<file path="config.mk">
export PLATFORM = sky130hd
export DESIGN_NAME = sorted_timer_queue
export DESIGN_NICKNAME = d
export VERILOG_FILES = /design/src/rtl/stq_pkg.sv /design/src/rtl/stq_ram.sv /design/src/rtl/stq_out.sv /design/src/rtl/stq_ctrl.sv /design/src/rtl/sorted_timer_queue.sv
export SDC_FILE = /design/constraint.sdc
export NUM_CORES = 2
export LEC_CHECK = 0
export BUFFER_PORTS_ARGS = -buffer_cell sky130_fd_sc_hd__buf_2
export CAP_MARGIN = 20
export CORE_MARGIN = 2
export CORE_UTILIZATION = 55
export DETAILED_ROUTE_END_ITERATION = 12
export GPL_TIMING_DRIVEN = 0
export PLACE_DENSITY = 0.71
export REMOVE_ABC_BUFFERS = 1
export SYNTH_ARGS = -nofsm -noshare
export SYNTH_HDL_FRONTEND = slang
export SYNTH_SLANG_ARGS = --single-unit
</file>
<file path="constraint.sdc">
create_clock -name aclk -period 11.1 [get_ports aclk]
set_input_delay 1.11 -clock aclk [delete_from_list [all_inputs] [get_ports aclk]]
set_output_delay 1.11 -clock aclk [all_outputs]
set_load 0.01 [all_outputs]
</file>
<file path="src/rtl/stq_pkg.sv">
// ----------------------------------------------------------------------------
// stq_pkg
// Shared types and codes for the sorted timer queue.
// ----------------------------------------------------------------------------
package stq_pkg;

    localparam int DEPTH_DEF   = 16;
    localparam int MAX_RESULTS = 16;
    localparam int DUE_W       = 48;
    localparam int ID_W        = 16;
    localparam int DELAY_W     = 32;
    localparam int NW          = $clog2(MAX_RESULTS + 1);

    // request codes (s_tuser)
    localparam logic [1:0] FUNC_SCHED  = 2'd0;
    localparam logic [1:0] FUNC_CANCEL = 2'd1;
    localparam logic [1:0] FUNC_TICK   = 2'd2;

    // result kinds (m_tuser)
    localparam logic [1:0] KIND_ID      = 2'd0;
    localparam logic [1:0] KIND_CANCEL  = 2'd1;
    localparam logic [1:0] KIND_EXPIRED = 2'd2;
    localparam logic [1:0] KIND_REJECT  = 2'd3;

    typedef struct packed {
        logic [DUE_W-1:0] due;
        logic [ID_W-1:0]  id;
    } entry_t;

    localparam int ENTRY_W = DUE_W + ID_W;

    typedef struct packed {
        logic [1:0]      kind;
        logic [ID_W-1:0] job_id;
        logic            found;
        logic            last;
    } res_t;

    typedef enum logic [2:0] {
        ST_IDLE,
        ST_SCH_CMP,
        ST_SCH_INS,
        ST_CAN_SCAN,
        ST_TICK_RD,
        ST_TICK_CHK,
        ST_RESP
    } st_t;

endpackage

</file>
<file path="src/rtl/stq_ram.sv">
// ----------------------------------------------------------------------------
// stq_ram
// Generic simple dual-port RAM: one write port, one registered read port.
// ----------------------------------------------------------------------------
module stq_ram #(
    parameter int WIDTH = 64,
    parameter int DEPTH = 16
) (
    input  logic                     aclk,
    input  logic                     we,
    input  logic [$clog2(DEPTH)-1:0] waddr,
    input  logic [WIDTH-1:0]         wdata,
    input  logic [$clog2(DEPTH)-1:0] raddr,
    output logic [WIDTH-1:0]         rdata
);

    logic [WIDTH-1:0] mem [DEPTH];
    logic [WIDTH-1:0] rdata_reg;

    always_ff @(posedge aclk) begin
        if (we) begin
            mem[waddr] <= wdata;
        end
        rdata_reg <= mem[raddr];
    end

    assign rdata = rdata_reg;

endmodule

</file>
<file path="src/rtl/stq_out.sv">
// ----------------------------------------------------------------------------
// stq_out
// Output register for the result stream; frees the controller from the sink.
// ----------------------------------------------------------------------------
module stq_out (
    input  logic          aclk,
    input  logic          aresetn,
    input  logic          res_valid,
    input  stq_pkg::res_t res,
    output logic          res_ready,
    output logic          m_tvalid,
    input  logic          m_tready,
    output logic [23:0]   m_tdata,
    output logic [1:0]    m_tuser,
    output logic          m_tlast
);
    import stq_pkg::*;

    logic valid_reg, valid_next;
    res_t data_reg;

    assign res_ready = !valid_reg || m_tready;

    always_comb begin
        valid_next = valid_reg;
        if (res_valid && res_ready) begin
            valid_next = 1'b1;
        end else if (m_tready) begin
            valid_next = 1'b0;
        end
    end

    always_ff @(posedge aclk) begin
        if (!aresetn) begin
            valid_reg <= 1'b0;
        end else begin
            valid_reg <= valid_next;
        end
    end

    always_ff @(posedge aclk) begin
        if (res_valid && res_ready) begin
            data_reg <= res;
        end
    end

    assign m_tvalid = valid_reg;
    assign m_tdata  = {7'd0, data_reg.found, data_reg.job_id};
    assign m_tuser  = data_reg.kind;
    assign m_tlast  = data_reg.last;

endmodule

</file>
<file path="src/rtl/stq_ctrl.sv">
// ----------------------------------------------------------------------------
// stq_ctrl
// Request sequencer: walks the entry RAM (a circular buffer kept in due order)
// to insert, cancel and expire timers.
// ----------------------------------------------------------------------------
module stq_ctrl #(
    parameter int DEPTH = stq_pkg::DEPTH_DEF
) (
    input  logic                         aclk,
    input  logic                         aresetn,
    input  logic                         in_valid,
    output logic                         in_ready,
    input  logic [1:0]                   func,
    input  logic [stq_pkg::DELAY_W-1:0]  delay_ms,
    input  logic [stq_pkg::ID_W-1:0]     cancel_id,
    output logic                         ram_we,
    output logic [$clog2(DEPTH)-1:0]     ram_waddr,
    output stq_pkg::entry_t              ram_wdata,
    output logic [$clog2(DEPTH)-1:0]     ram_raddr,
    input  stq_pkg::entry_t              ram_rdata,
    output logic                         res_valid,
    output stq_pkg::res_t                res,
    input  logic                         res_ready
);
    import stq_pkg::*;

    localparam int AW = $clog2(DEPTH);
    localparam int CW = $clog2(DEPTH + 1);
    localparam logic [AW:0]    DEPTH_V = (AW + 1)'(DEPTH);
    localparam logic [CW-1:0]  FULL_V  = CW'(DEPTH);
    localparam logic [NW-1:0]  MAX_N   = NW'(MAX_RESULTS);

    st_t              state_reg, state_next;
    logic [AW-1:0]    head_reg, head_next;
    logic [CW-1:0]    count_reg, count_next;
    logic [DUE_W-1:0] now_reg, now_next;
    logic [ID_W-1:0]  next_id_reg, next_id_next;
    logic [NW-1:0]    n_reg, n_next;
    logic             hold_valid_reg, hold_valid_next;
    logic [AW-1:0]    idx_reg, idx_next;
    logic [DUE_W-1:0] due_reg, due_next;
    res_t             hold_reg, hold_next;

    logic             in_fire;
    logic [DUE_W:0]   due_sum;
    logic [DUE_W-1:0] due_sat;
    logic             is_due;
    logic             later;
    logic             id_match;
    logic             scan_end;

    // logical queue position to RAM address
    function automatic logic [AW-1:0] phys(input logic [AW-1:0] l, input logic [AW-1:0] h);
        logic [AW:0] s;
        s = {1'b0, h} + {1'b0, l};
        if (s >= DEPTH_V) begin
            s = s - DEPTH_V;
        end
        return s[AW-1:0];
    endfunction

    assign in_ready = (state_reg == ST_IDLE);
    assign in_fire  = in_valid && in_ready;

    assign due_sum  = {1'b0, now_reg} + {{(DUE_W + 1 - DELAY_W){1'b0}}, delay_ms};
    assign due_sat  = due_sum[DUE_W] ? {DUE_W{1'b1}} : due_sum[DUE_W-1:0];
    assign is_due   = (ram_rdata.due <= now_reg);
    assign later    = (ram_rdata.due > due_reg);
    assign id_match = (ram_rdata.id == hold_reg.job_id);
    assign scan_end = ((CW'(idx_reg) + CW'(1)) == count_reg);

    // next state
    always_comb begin
        state_next = state_reg;
        case (state_reg)
            ST_IDLE: begin
                if (in_fire) begin
                    case (func)
                        FUNC_SCHED: begin
                            if (count_reg == FULL_V) begin
                                state_next = ST_RESP;
                            end else if (count_reg == '0) begin
                                state_next = ST_SCH_INS;
                            end else begin
                                state_next = ST_SCH_CMP;
                            end
                        end
                        FUNC_CANCEL: begin
                            state_next = (count_reg == '0) ? ST_RESP : ST_CAN_SCAN;
                        end
                        FUNC_TICK: state_next = ST_TICK_RD;
                        default:   state_next = ST_IDLE;
                    endcase
                end
            end
            ST_SCH_CMP: begin
                if (!later || idx_reg == '0) begin
                    state_next = ST_SCH_INS;
                end
            end
            ST_SCH_INS: state_next = ST_RESP;
            ST_CAN_SCAN: begin
                if (scan_end) begin
                    state_next = ST_RESP;
                end
            end
            ST_TICK_RD: begin
                if (count_reg == '0 || n_reg == MAX_N) begin
                    state_next = hold_valid_reg ? ST_RESP : ST_IDLE;
                end else begin
                    state_next = ST_TICK_CHK;
                end
            end
            ST_TICK_CHK: begin
                if (!is_due) begin
                    state_next = hold_valid_reg ? ST_RESP : ST_IDLE;
                end else if (!hold_valid_reg || res_ready) begin
                    state_next = ST_TICK_RD;
                end
            end
            ST_RESP: begin
                if (res_ready) begin
                    state_next = ST_IDLE;
                end
            end
            default: state_next = ST_IDLE;
        endcase
    end

    // datapath and RAM control
    always_comb begin
        head_next       = head_reg;
        count_next      = count_reg;
        now_next        = now_reg;
        next_id_next    = next_id_reg;
        n_next          = n_reg;
        hold_valid_next = hold_valid_reg;
        idx_next        = idx_reg;
        due_next        = due_reg;
        hold_next       = hold_reg;
        ram_we          = 1'b0;
        ram_waddr       = phys(idx_reg, head_reg);
        ram_wdata       = ram_rdata;
        ram_raddr       = head_reg;
        res_valid       = 1'b0;
        res             = hold_reg;
        case (state_reg)
            ST_IDLE: begin
                if (in_fire) begin
                    case (func)
                        FUNC_SCHED: begin
                            if (count_reg == FULL_V) begin
                                hold_next = '{kind: KIND_REJECT, job_id: '0,
                                              found: 1'b1, last: 1'b1};
                            end else begin
                                due_next     = due_sat;
                                next_id_next = next_id_reg + ID_W'(1);
                                hold_next    = '{kind: KIND_ID, job_id: next_id_reg + ID_W'(1),
                                                 found: 1'b1, last: 1'b1};
                                // walk back from the tail
                                idx_next  = (count_reg == '0) ? '0 : AW'(count_reg - CW'(1));
                                ram_raddr = phys(AW'(count_reg - CW'(1)), head_reg);
                            end
                        end
                        FUNC_CANCEL: begin
                            hold_next = '{kind: KIND_CANCEL, job_id: cancel_id,
                                          found: 1'b0, last: 1'b1};
                            idx_next  = '0;
                            ram_raddr = head_reg;
                        end
                        FUNC_TICK: begin
                            now_next        = now_reg + DUE_W'(1);
                            n_next          = '0;
                            hold_valid_next = 1'b0;
                        end
                        default: ;
                    endcase
                end
            end
            ST_SCH_CMP: begin
                if (later) begin
                    // shift one slot toward the tail
                    ram_we    = 1'b1;
                    ram_waddr = phys(idx_reg + AW'(1), head_reg);
                    ram_wdata = ram_rdata;
                    if (idx_reg != '0) begin
                        idx_next  = idx_reg - AW'(1);
                        ram_raddr = phys(idx_reg - AW'(1), head_reg);
                    end
                end else begin
                    idx_next = idx_reg + AW'(1);
                end
            end
            ST_SCH_INS: begin
                ram_we     = 1'b1;
                ram_waddr  = phys(idx_reg, head_reg);
                ram_wdata  = '{due: due_reg, id: hold_reg.job_id};
                count_next = count_reg + CW'(1);
            end
            ST_CAN_SCAN: begin
                if (hold_reg.found) begin
                    // close the gap behind the removed entry
                    ram_we    = 1'b1;
                    ram_waddr = phys(idx_reg - AW'(1), head_reg);
                    ram_wdata = ram_rdata;
                end else if (id_match) begin
                    hold_next.found = 1'b1;
                end
                if (scan_end) begin
                    if (hold_reg.found || id_match) begin
                        count_next = count_reg - CW'(1);
                    end
                end else begin
                    idx_next  = idx_reg + AW'(1);
                    ram_raddr = phys(idx_reg + AW'(1), head_reg);
                end
            end
            ST_TICK_RD: begin
                ram_raddr = head_reg;
            end
            ST_TICK_CHK: begin
                ram_raddr = head_reg;
                if (is_due) begin
                    // previous expiry goes out once the next one is known to follow
                    res_valid = hold_valid_reg;
                    res.last  = 1'b0;
                    if (!hold_valid_reg || res_ready) begin
                        hold_next       = '{kind: KIND_EXPIRED, job_id: ram_rdata.id,
                                            found: 1'b1, last: 1'b0};
                        hold_valid_next = 1'b1;
                        head_next       = ({1'b0, head_reg} + (AW + 1)'(1) == DEPTH_V) ?
                                          '0 : head_reg + AW'(1);
                        count_next      = count_reg - CW'(1);
                        n_next          = n_reg + NW'(1);
                    end
                end
            end
            ST_RESP: begin
                res_valid = 1'b1;
                res.last  = 1'b1;
            end
            default: ;
        endcase
    end

    always_ff @(posedge aclk) begin
        if (!aresetn) begin
            state_reg      <= ST_IDLE;
            head_reg       <= '0;
            count_reg      <= '0;
            now_reg        <= '0;
            next_id_reg    <= '0;
            n_reg          <= '0;
            hold_valid_reg <= 1'b0;
        end else begin
            state_reg      <= state_next;
            head_reg       <= head_next;
            count_reg      <= count_next;
            now_reg        <= now_next;
            next_id_reg    <= next_id_next;
            n_reg          <= n_next;
            hold_valid_reg <= hold_valid_next;
        end
    end

    always_ff @(posedge aclk) begin
        idx_reg  <= idx_next;
        due_reg  <= due_next;
        hold_reg <= hold_next;
    end

    a_count_bound: assert property (@(posedge aclk) disable iff (!aresetn)
        count_reg <= FULL_V)
        else $error("entry count above depth");

    a_burst_bound: assert property (@(posedge aclk) disable iff (!aresetn)
        n_reg <= MAX_N)
        else $error("tick burst above limit");

    a_full_reject: assert property (@(posedge aclk) disable iff (!aresetn)
        in_fire && func == FUNC_SCHED && count_reg == FULL_V
        |=> state_reg == ST_RESP && hold_reg.kind == KIND_REJECT && count_reg == FULL_V)
        else $error("full queue did not reject schedule");

    a_idle_hold: assert property (@(posedge aclk) disable iff (!aresetn)
        state_reg == ST_IDLE && !in_fire |=> state_reg == ST_IDLE && $stable(count_reg))
        else $error("left idle without a request");

endmodule

</file>
<file path="src/rtl/sorted_timer_queue.sv">
// ----------------------------------------------------------------------------
// sorted_timer_queue
// Timer queue holding pending jobs sorted by due time, with expiry on tick.
// ----------------------------------------------------------------------------
// Usage:
//   s_* channel: one request per handshake. s_tuser picks schedule, cancel or
//   tick; s_tdata carries delay_ms and cancel_id. Request code 3 is ignored.
//   m_* channel: results. m_tuser gives the kind, m_tdata the job id and the
//   found flag, m_tlast marks the final result of a request.
//   Entries live in one RAM used as a circular buffer in due order.
//   Schedule walks back from the tail, shifting each entry due later than the
//   new one a slot toward the tail, then writes the new entry; a full queue
//   rejects it. Cancel scans the pending entries from the head and closes
//   the gap behind a match. Tick expires due entries from the head, at most
//   16 per tick. Each step of the RAM walk waits on the registered read.
//   One request is worked on at a time; s_tready is high while idle.
//   A result waits in an output register, so a new request is taken while
//   the sink stalls; the block holds further results until m_tready.
//   Reset empties the queue, clears the millisecond clock and the id
//   counter; the RAM needs no clearing pass.
// ----------------------------------------------------------------------------
module sorted_timer_queue #(
    parameter int DEPTH = stq_pkg::DEPTH_DEF
) (
    input  logic        aclk,
    input  logic        aresetn,
    input  logic        s_tvalid,
    output logic        s_tready,
    input  logic [47:0] s_tdata,   // delay_ms[31:0], cancel_id[47:32]
    input  logic [1:0]  s_tuser,   // func[1:0]
    output logic        m_tvalid,
    input  logic        m_tready,
    output logic [23:0] m_tdata,   // job_id[15:0], found[16], zero[23:17]
    output logic [1:0]  m_tuser,   // kind[1:0]
    output logic        m_tlast
);
    import stq_pkg::*;

    localparam int AW = $clog2(DEPTH);

    logic          ram_we;
    logic [AW-1:0] ram_waddr;
    logic [AW-1:0] ram_raddr;
    entry_t        ram_wdata;
    entry_t        ram_rdata;
    logic          res_valid;
    logic          res_ready;
    res_t          res;

    stq_ctrl #(
        .DEPTH(DEPTH)
    ) u_ctrl (
        .aclk      (aclk),
        .aresetn   (aresetn),
        .in_valid  (s_tvalid),
        .in_ready  (s_tready),
        .func      (s_tuser),
        .delay_ms  (s_tdata[31:0]),
        .cancel_id (s_tdata[47:32]),
        .ram_we    (ram_we),
        .ram_waddr (ram_waddr),
        .ram_wdata (ram_wdata),
        .ram_raddr (ram_raddr),
        .ram_rdata (ram_rdata),
        .res_valid (res_valid),
        .res       (res),
        .res_ready (res_ready)
    );

    stq_ram #(
        .WIDTH(ENTRY_W),
        .DEPTH(DEPTH)
    ) u_ram (
        .aclk  (aclk),
        .we    (ram_we),
        .waddr (ram_waddr),
        .wdata (ram_wdata),
        .raddr (ram_raddr),
        .rdata (ram_rdata)
    );

    stq_out u_out (
        .aclk      (aclk),
        .aresetn   (aresetn),
        .res_valid (res_valid),
        .res       (res),
        .res_ready (res_ready),
        .m_tvalid  (m_tvalid),
        .m_tready  (m_tready),
        .m_tdata   (m_tdata),
        .m_tuser   (m_tuser),
        .m_tlast   (m_tlast)
    );

endmodule

</file>
Word level (Yosys, flattened, before mapping)
Memory sizes are Yosys's and may differ from the RTL's. A register that Yosys moved wholly into a read port is not among the register bits.
Index checks and enable logic that the tools add are counted.
Storage, ports and cells
  ROM bits: 0
  input bits: 54
  memory bits (writable): 1024
  word-level logic and storage cells: 173
  register bits after elaboration: 175
  output and inout bits: 29
  latch bits: 0
  memories: 1
Operators by class
  bitwise operators: 1
  eq/ne operators: 26
  shift-type cells: 0
  divide/modulo/power cells: 0
  mux-type cells: 73
  $mul: 0
  reduce and logical (&&, ||, !) cells: 29
  $add $sub $neg: 19
  magnitude comparators: 6
Memory list
  u_ram.mem: depth 16, bits a word 64, rd ports 1, clocked after Yosys merged registers in 1, write ports 1, line stq_ram.sv:17  | logic [WIDTH-1:0] mem [DEPTH];
Operator list (number)
  20-bit two-way mux: 4
  4-bit two-way mux: 19
  64-bit two-way mux: 1
  48-bit by 32-bit adder with 49-bit output: 1
  48-bit by 1-bit adder with 48-bit output (second input constant): 1
  48-bit greater-than comparator: 1
  48-bit <= comparator: 1
  5-bit two-way mux: 8
  20-bit case mux with 2 select lines: 1
  18-bit case mux with 2 select lines: 1
  3-bit two-way mux: 10
  5-bit AND reduction: 5
  4-bit case mux with 3 select lines: 2
  3-bit case mux with 7 select lines: 1
  4-bit by 4-bit adder with 5-bit output: 4
  5-bit >= comparator (second input constant): 4
  4-bit by 1-bit subtractor with 4-bit output (second input constant): 5
  16-bit by 1-bit adder with 16-bit output (second input constant): 1
  16-bit == test: 1
  4-bit case mux with 2 select lines: 2
  5-bit == test (second input constant): 3
  5-bit case mux with 3 select lines: 1
  1-bit two-way mux: 14
  2-bit by 1-bit != test with 1-bit output (second input constant): 6
  31 further kinds: 57

Longest topological paths before layout
  word-level depth: 8
  mapped depth: 17

Hierarchy
From an unflattened synthesis, not the netlist that was laid out.
Unflattened totals
  cells, all modules: 3283
  area, all modules: 54029.3 um2
By module, submodules not included
  stq_ram: area an instance 39581.7 um2, cells each 1647, seq. area each 32030.7 um2, times used 1
  stq_ctrl: area an instance 13733.2 um2, cells each 1603, seq. area each 3803.6 um2, times used 1
  stq_out: area an instance 714.4 um2, cells each 33, seq. area each 620.6 um2, times used 1

Least setup slack after synthesis
OpenSTA, ideal clock, no wires.
  kind: reg-to-reg
  start point: register u_ctrl.due_reg[38]
  end point: memory u_ram.mem[1][0], enable pin
  path slack: 3.096 ns
  cell stages (with the launch flop): 14
  required time: 10.535 ns
  path buffers: 0
  library setup time: 0.565 ns
  data arrival time: 7.439 ns
  cell sequence: edfxtp_1 -> inv_1 -> ha_1 -> nand4_1 -> nor4_2 -> nand3_1 -> or4_4 -> o211ai_4 -> nand2_1 -> nor2_1 -> a21oi_1 -> nor2_1 -> xor2_1 -> nor3_1
On the way
  cells in the longest elaborated chain, start to end: 5
  elaborated cells on any way between the ends: 7
  those cells by class: order compare: 1; mux: 6
Ends and longest elaborated chain
  from (decl): line stq_ctrl.sv:41  | logic [DUE_W-1:0] due_reg, due_next;
  from (signal assigned): line stq_ctrl.sv:268  | due_reg <= due_next;
  48-bit greater-than comparator *: line stq_ctrl.sv:68  | assign later = (ram_rdata.due > due_reg);
  1-bit two-way mux: line stq_ctrl.sv:181  | if (later) begin
  1-bit case mux with 3 select lines: line stq_ctrl.sv:147  | case (state_reg)
  1-bit two-way mux: line stq_ram.sv:21  | if (we) begin
  1-bit two-way mux (implied by the code): line stq_ram.sv:22  | mem[waddr] <= wdata;
  to (decl): line stq_ram.sv:17
Mark *: on every way between the ends. The rest lies on a longest branch, timed or not.

Final worst setup path
  start point: register u_ctrl.count_reg[0]
  end point: register u_ram.rdata_reg[54] (netlist: u_ram.rdata[54]), read port of u_ram.mem
On the way
  cells in the longest elaborated chain, start to end: 8
  elaborated cells on any way between the ends: 12
  those cells by class: add/sub: 3; order compare: 1; eq/ne: 2; mux: 6
Ends and longest elaborated chain
  from (decl): line stq_ctrl.sv:35  | logic [CW-1:0] count_reg, count_next;
  from (signal assigned): line stq_ctrl.sv:258  | count_reg <= count_next;
  5-bit by 1-bit subtractor with 5-bit output: line stq_ctrl.sv:162  | ram_raddr = phys(AW'(count_reg - CW'(1)), head_reg);
  4-bit by 4-bit adder with 5-bit output: line stq_ctrl.sv:55  | s = {1'b0, h} + {1'b0, l};
  4-bit by 1-bit subtractor with 4-bit output or 5-bit >= comparator (tied branches): line stq_ctrl.sv:57, stq_ctrl.sv:56
  4-bit two-way mux: line stq_ctrl.sv:56  | if (s >= DEPTH_V) begin
  4-bit two-way mux: line stq_ctrl.sv:152  | if (count_reg == FULL_V) begin
  4-bit two-way mux: line stq_ctrl.sv:150  | case (func)
  4-bit two-way mux: line stq_ctrl.sv:149  | if (in_fire) begin
  4-bit case mux with 3 select lines *: line stq_ctrl.sv:147
  to (decl): line stq_ram.sv:18  | logic [WIDTH-1:0] rdata_reg;
Marked as above.
A chain may end at the register's enable or synchronous reset.

==> flow_metrics.tcl <==
set metrics [dict create \
    ys_ff_latch 1263 \
    status "completed" \
    ir_worst_vdd_mv 0.163 \
    path_delay_family "buffers and inverters" \
    row_count 114 \
    hold_path_depth 0 \
    drt_first_pass_iters 5 \
    cts_buffers 117 \
    gp_congestion 0.871 \
    path_class "register to register" \
    grt_max_degree 79 \
    cts_root_buf "clkbuf_16" \
    ys_warn_count 0 \
    antenna_left 0 \
    r2r_cells 22 \
    htree_levels 3 \
    postCtsSetupRepairBufs 0 \
    initialDrtViolationCount 3356 \
    post_cts_resized 0 \
    placeableCoreArea_sq_um 96300 \
    ff2ff_setup_slack_ns 4.86 \
    rsz0062_at_grt "false" \
    cts_tree "done" \
    dieHeight_microns 315 \
    synth_edf_count 1116 \
    r2r-end "u_ram.rdata[54]" \
    vias 30213 \
    critPathRequiredTime_ns 11.65 \
    routed_via_density 6.23 \
    hold_viol 0 \
    synthArstFlopShare 0 \
    drt-total-wl_microns 127000 \
    powerDensity_nw_per_um2 271 \
    drv_cap 0 \
    fin_crit_ns 6.24 \
    die_area_sq_um 99300 \
    cp_num_buf_inv 11 \
    endpoint_kind "register" \
    fp.dieW_microns 315 \
    cts_hold_buf 0 \
    cp-start-kind "register" \
    min_from "u_ctrl.res[19]" \
    drive_above_1_share 0.233 \
    worst_pin_slew_ns 1.12 \
    hpwl_microns 88300 \
    grt_pass1_wl_microns 190000 \
    fmax_mhz 160 \
    fin_crit_sh 0.562 \
    ys.flop_type "edfxtp_1" \
    clockBufferDepth 3 \
    syn_area_sq_um 53200 \
    insertion_delay_ns 0.69 \
    skew_ns 0.0368 \
    cp_common_cell "buf_4" \
    antenna_found_initial 2 \
    initial_core_util 0.553 \
    numClockSinks 1263 \
    cp_slowest_cell "clkinv_4" \
    crit_fanout 65 \
    synth_cell_type_count 75 \
    drc 0 \
    min_path_type "register to register" \
    io_pins 83 \
    first_global_vias 30577 \
    grt_usage 0.257 \
    syn_avg_cell_area_sq_um 16.7 \
    hold_end "u_out.m_tuser[1]" \
    dp.cells 4629 \
    setup_viol_count_final 0 \
    syn2layout_area_growth_pct 14.6 \
    r2r-start "u_ctrl.count_reg[0]" \
    cp.arrival_ns 6.79 \
    overflow 0 \
    fin_util 0.634 \
    maxSlewHeadroom 0.249 \
    ys_seq_area_frac 0.685 \
    clk_pin_slew_ns 0.06 \
    wl_per_cell_microns 26.2 \
    slowest_delay_ns 0.57 \
    io_buffers 75 \
    finalNetCount 3683 \
    largest_reg_flops 1024 \
    synthCells 3184 \
    final_max_slew_viol_count 0 \
    leakagePower_nw 20.8 \
    path_cells "inv_1 -> ha_1 -> nor3b_1 -> and2_1 -> or3_4 -> clkinv_4 -> o21ai_0 -> nand2b_1 -> a21oi_1 -> o211ai_1 -> buf_4 -> buf_4 -> buf_4 -> buf_4 -> buf_4 -> buf_4 -> buf_6 -> buf_4 -> buf_4 -> mux4_2 -> a22oi_1 -> nand2_1" \
    instances_no_fill 4853 \
]
-- synth_stat cells, drive strengths merged, types with 4 or more instances --
master	instances	area, sq um
and2	10	62.6
edfxtp	1116	33500
a31oi	12	75.1
a2111oi	4	41.3
a221oi	4	35.0
o22ai	5	31.3
o21ai	57	285
a21o	50	375
a22oi	141	1060
o21a	17	128
nor2b	18	113
mux2	63	709
dfxtp	147	2940
nand2b	23	144
xnor2	101	885
o211ai	6	58.8
or2	5	31.3
o21bai	4	30.0
o31ai	4	30.0
mux4	256	5770
a21oi	129	646
and3	16	100
nand2	176	661
a211oi	9	67.6
ha	149	1860
or3	17	111
a41oi	4	35.0
xor2	40	350
fa	5	100
nand3	46	243
nor2	145	544
clkbuf	63	236
nor4	8	56.3
nand4	35	219
a22o	6	52.6
buf	71	462
inv	117	439
nor3	54	275
mux2i	8	80.1
-- layout by cell type (no fill, tap or decap), types with 9 or more instances in the layout --
cell / Yosys / final
and3_1: 16 / 16
xnor2_1: 101 / 101
inv_1: 117 / 116
ha_1: 149 / 149
mux4_2: 256 / 256
buf_4: 10 / 48
nor3_1: 53 / 36
o21a_1: 17 / 17
clkinv_2: 0 / 22
mux2_2: 63 / 63
or3_1: 16 / 16
buf_8: 0 / 15
nor2b_1: 18 / 17
a31oi_1: 12 / 12
nand2_1: 176 / 176
buf_16: 0 / 11
clkinv_1: 1 / 22
nand4_1: 35 / 35
a211oi_1: 9 / 9
nand2b_1: 23 / 22
buf_2: 42 / 75
a22oi_1: 141 / 141
nor3_2: 1 / 18
a21o_1: 50 / 50
clkbuf_8: 0 / 10
xor2_1: 40 / 40
a21oi_1: 129 / 128
clkbuf_16: 0 / 118
edfxtp_1: 1116 / 1116
buf_6: 14 / 146
dfxtp_1: 147 / 147
nand3_1: 45 / 45
clkbuf_1: 63 / 30
nor2_1: 145 / 143
o21ai_0: 55 / 54
-- how the worst max path moves through the flow --
stage,start,to,depth (start not counted)
2_1_floorplan,u_ctrl.due_reg[38],u_ram.rdata[62],12
3_3_place_gp,u_ctrl.due_reg[38],u_ram.rdata[0],12
3_5_place_dp,s_tvalid,u_ram.rdata[54],21
4_1_cts,u_ctrl.count_reg[0],u_ram.rdata[54],22
5_1_grt,u_ctrl.count_reg[0],u_ram.rdata[54],22
6_report,u_ctrl.count_reg[0],u_ram.rdata[54],22
-- through the flow --
step	TNS [ns]	area [sq um]	hold WS [ns]	setup slack, ns	total power (W)
after floorplan	-911.62	52600	0.400	-14.25	0.0106
after global placement	-7470.95	54500	0.405	-24.42	0.0118
after detailed placement	0	57200	0.442	4.82	0.0127
after CTS	0	61000	0.454	4.80	0.0166
after global routing	0	61000	0.483	4.35	0.0173
final	0	61000	0.474	4.86	0.0165
-- cell type report --
type | instances | area (sq um)
antenna | 2 | 5.00
clock buffer | 158 | 3200
clock inverter | 61 | 513
fill | 6633 | 35300
inverter | 118 | 450
multi-input combinational | 1675 | 15800
sequential | 1263 | 36500
tap | 1276 | 1600
timing repair buffer | 300 | 3000
-- logic make-up after synthesis --
group           count (synthesis)  synth area share
fa+ha+maj                     154            0.0369
xor+xnor                      141            0.0232
mux                           327             0.123
flops                        1263             0.685
buf+inv                       252            0.0214
compound gates                474            0.0592
other cells                     1         0.0000704
simple gates                  572            0.0511
-- power breakdown --
| part | switching [W] | internal, W | total [W] | leakage, nW |
|---|---|---|---|---|
| Sequential | 0.000276 | 0.00648 | 0.00675 | 11.3 |
| Clock | 0.00169 | 0.00220 | 0.00390 | 1.82 |
| Combinational | 0.00330 | 0.00256 | 0.00586 | 7.73 |
| Total | 0.00527 | 0.0112 | 0.0165 | 20.8 |
-- layer usage --
| metal | global-route usage | share of wire | vias up |
|---|---|---|---|
| met5 | 0 | 0 | - |
| met4 | 0.0775 | 0.026 | 0 |
| met3 | 0.0354 | 0.072 | 197 |
| met2 | 0.424 | 0.49 | 1270 |
| met1 | 0.359 | 0.41 | 15574 |
| li1 | - | - | 13172 |
No activity file was read; power rests on OpenSTA's default activity.
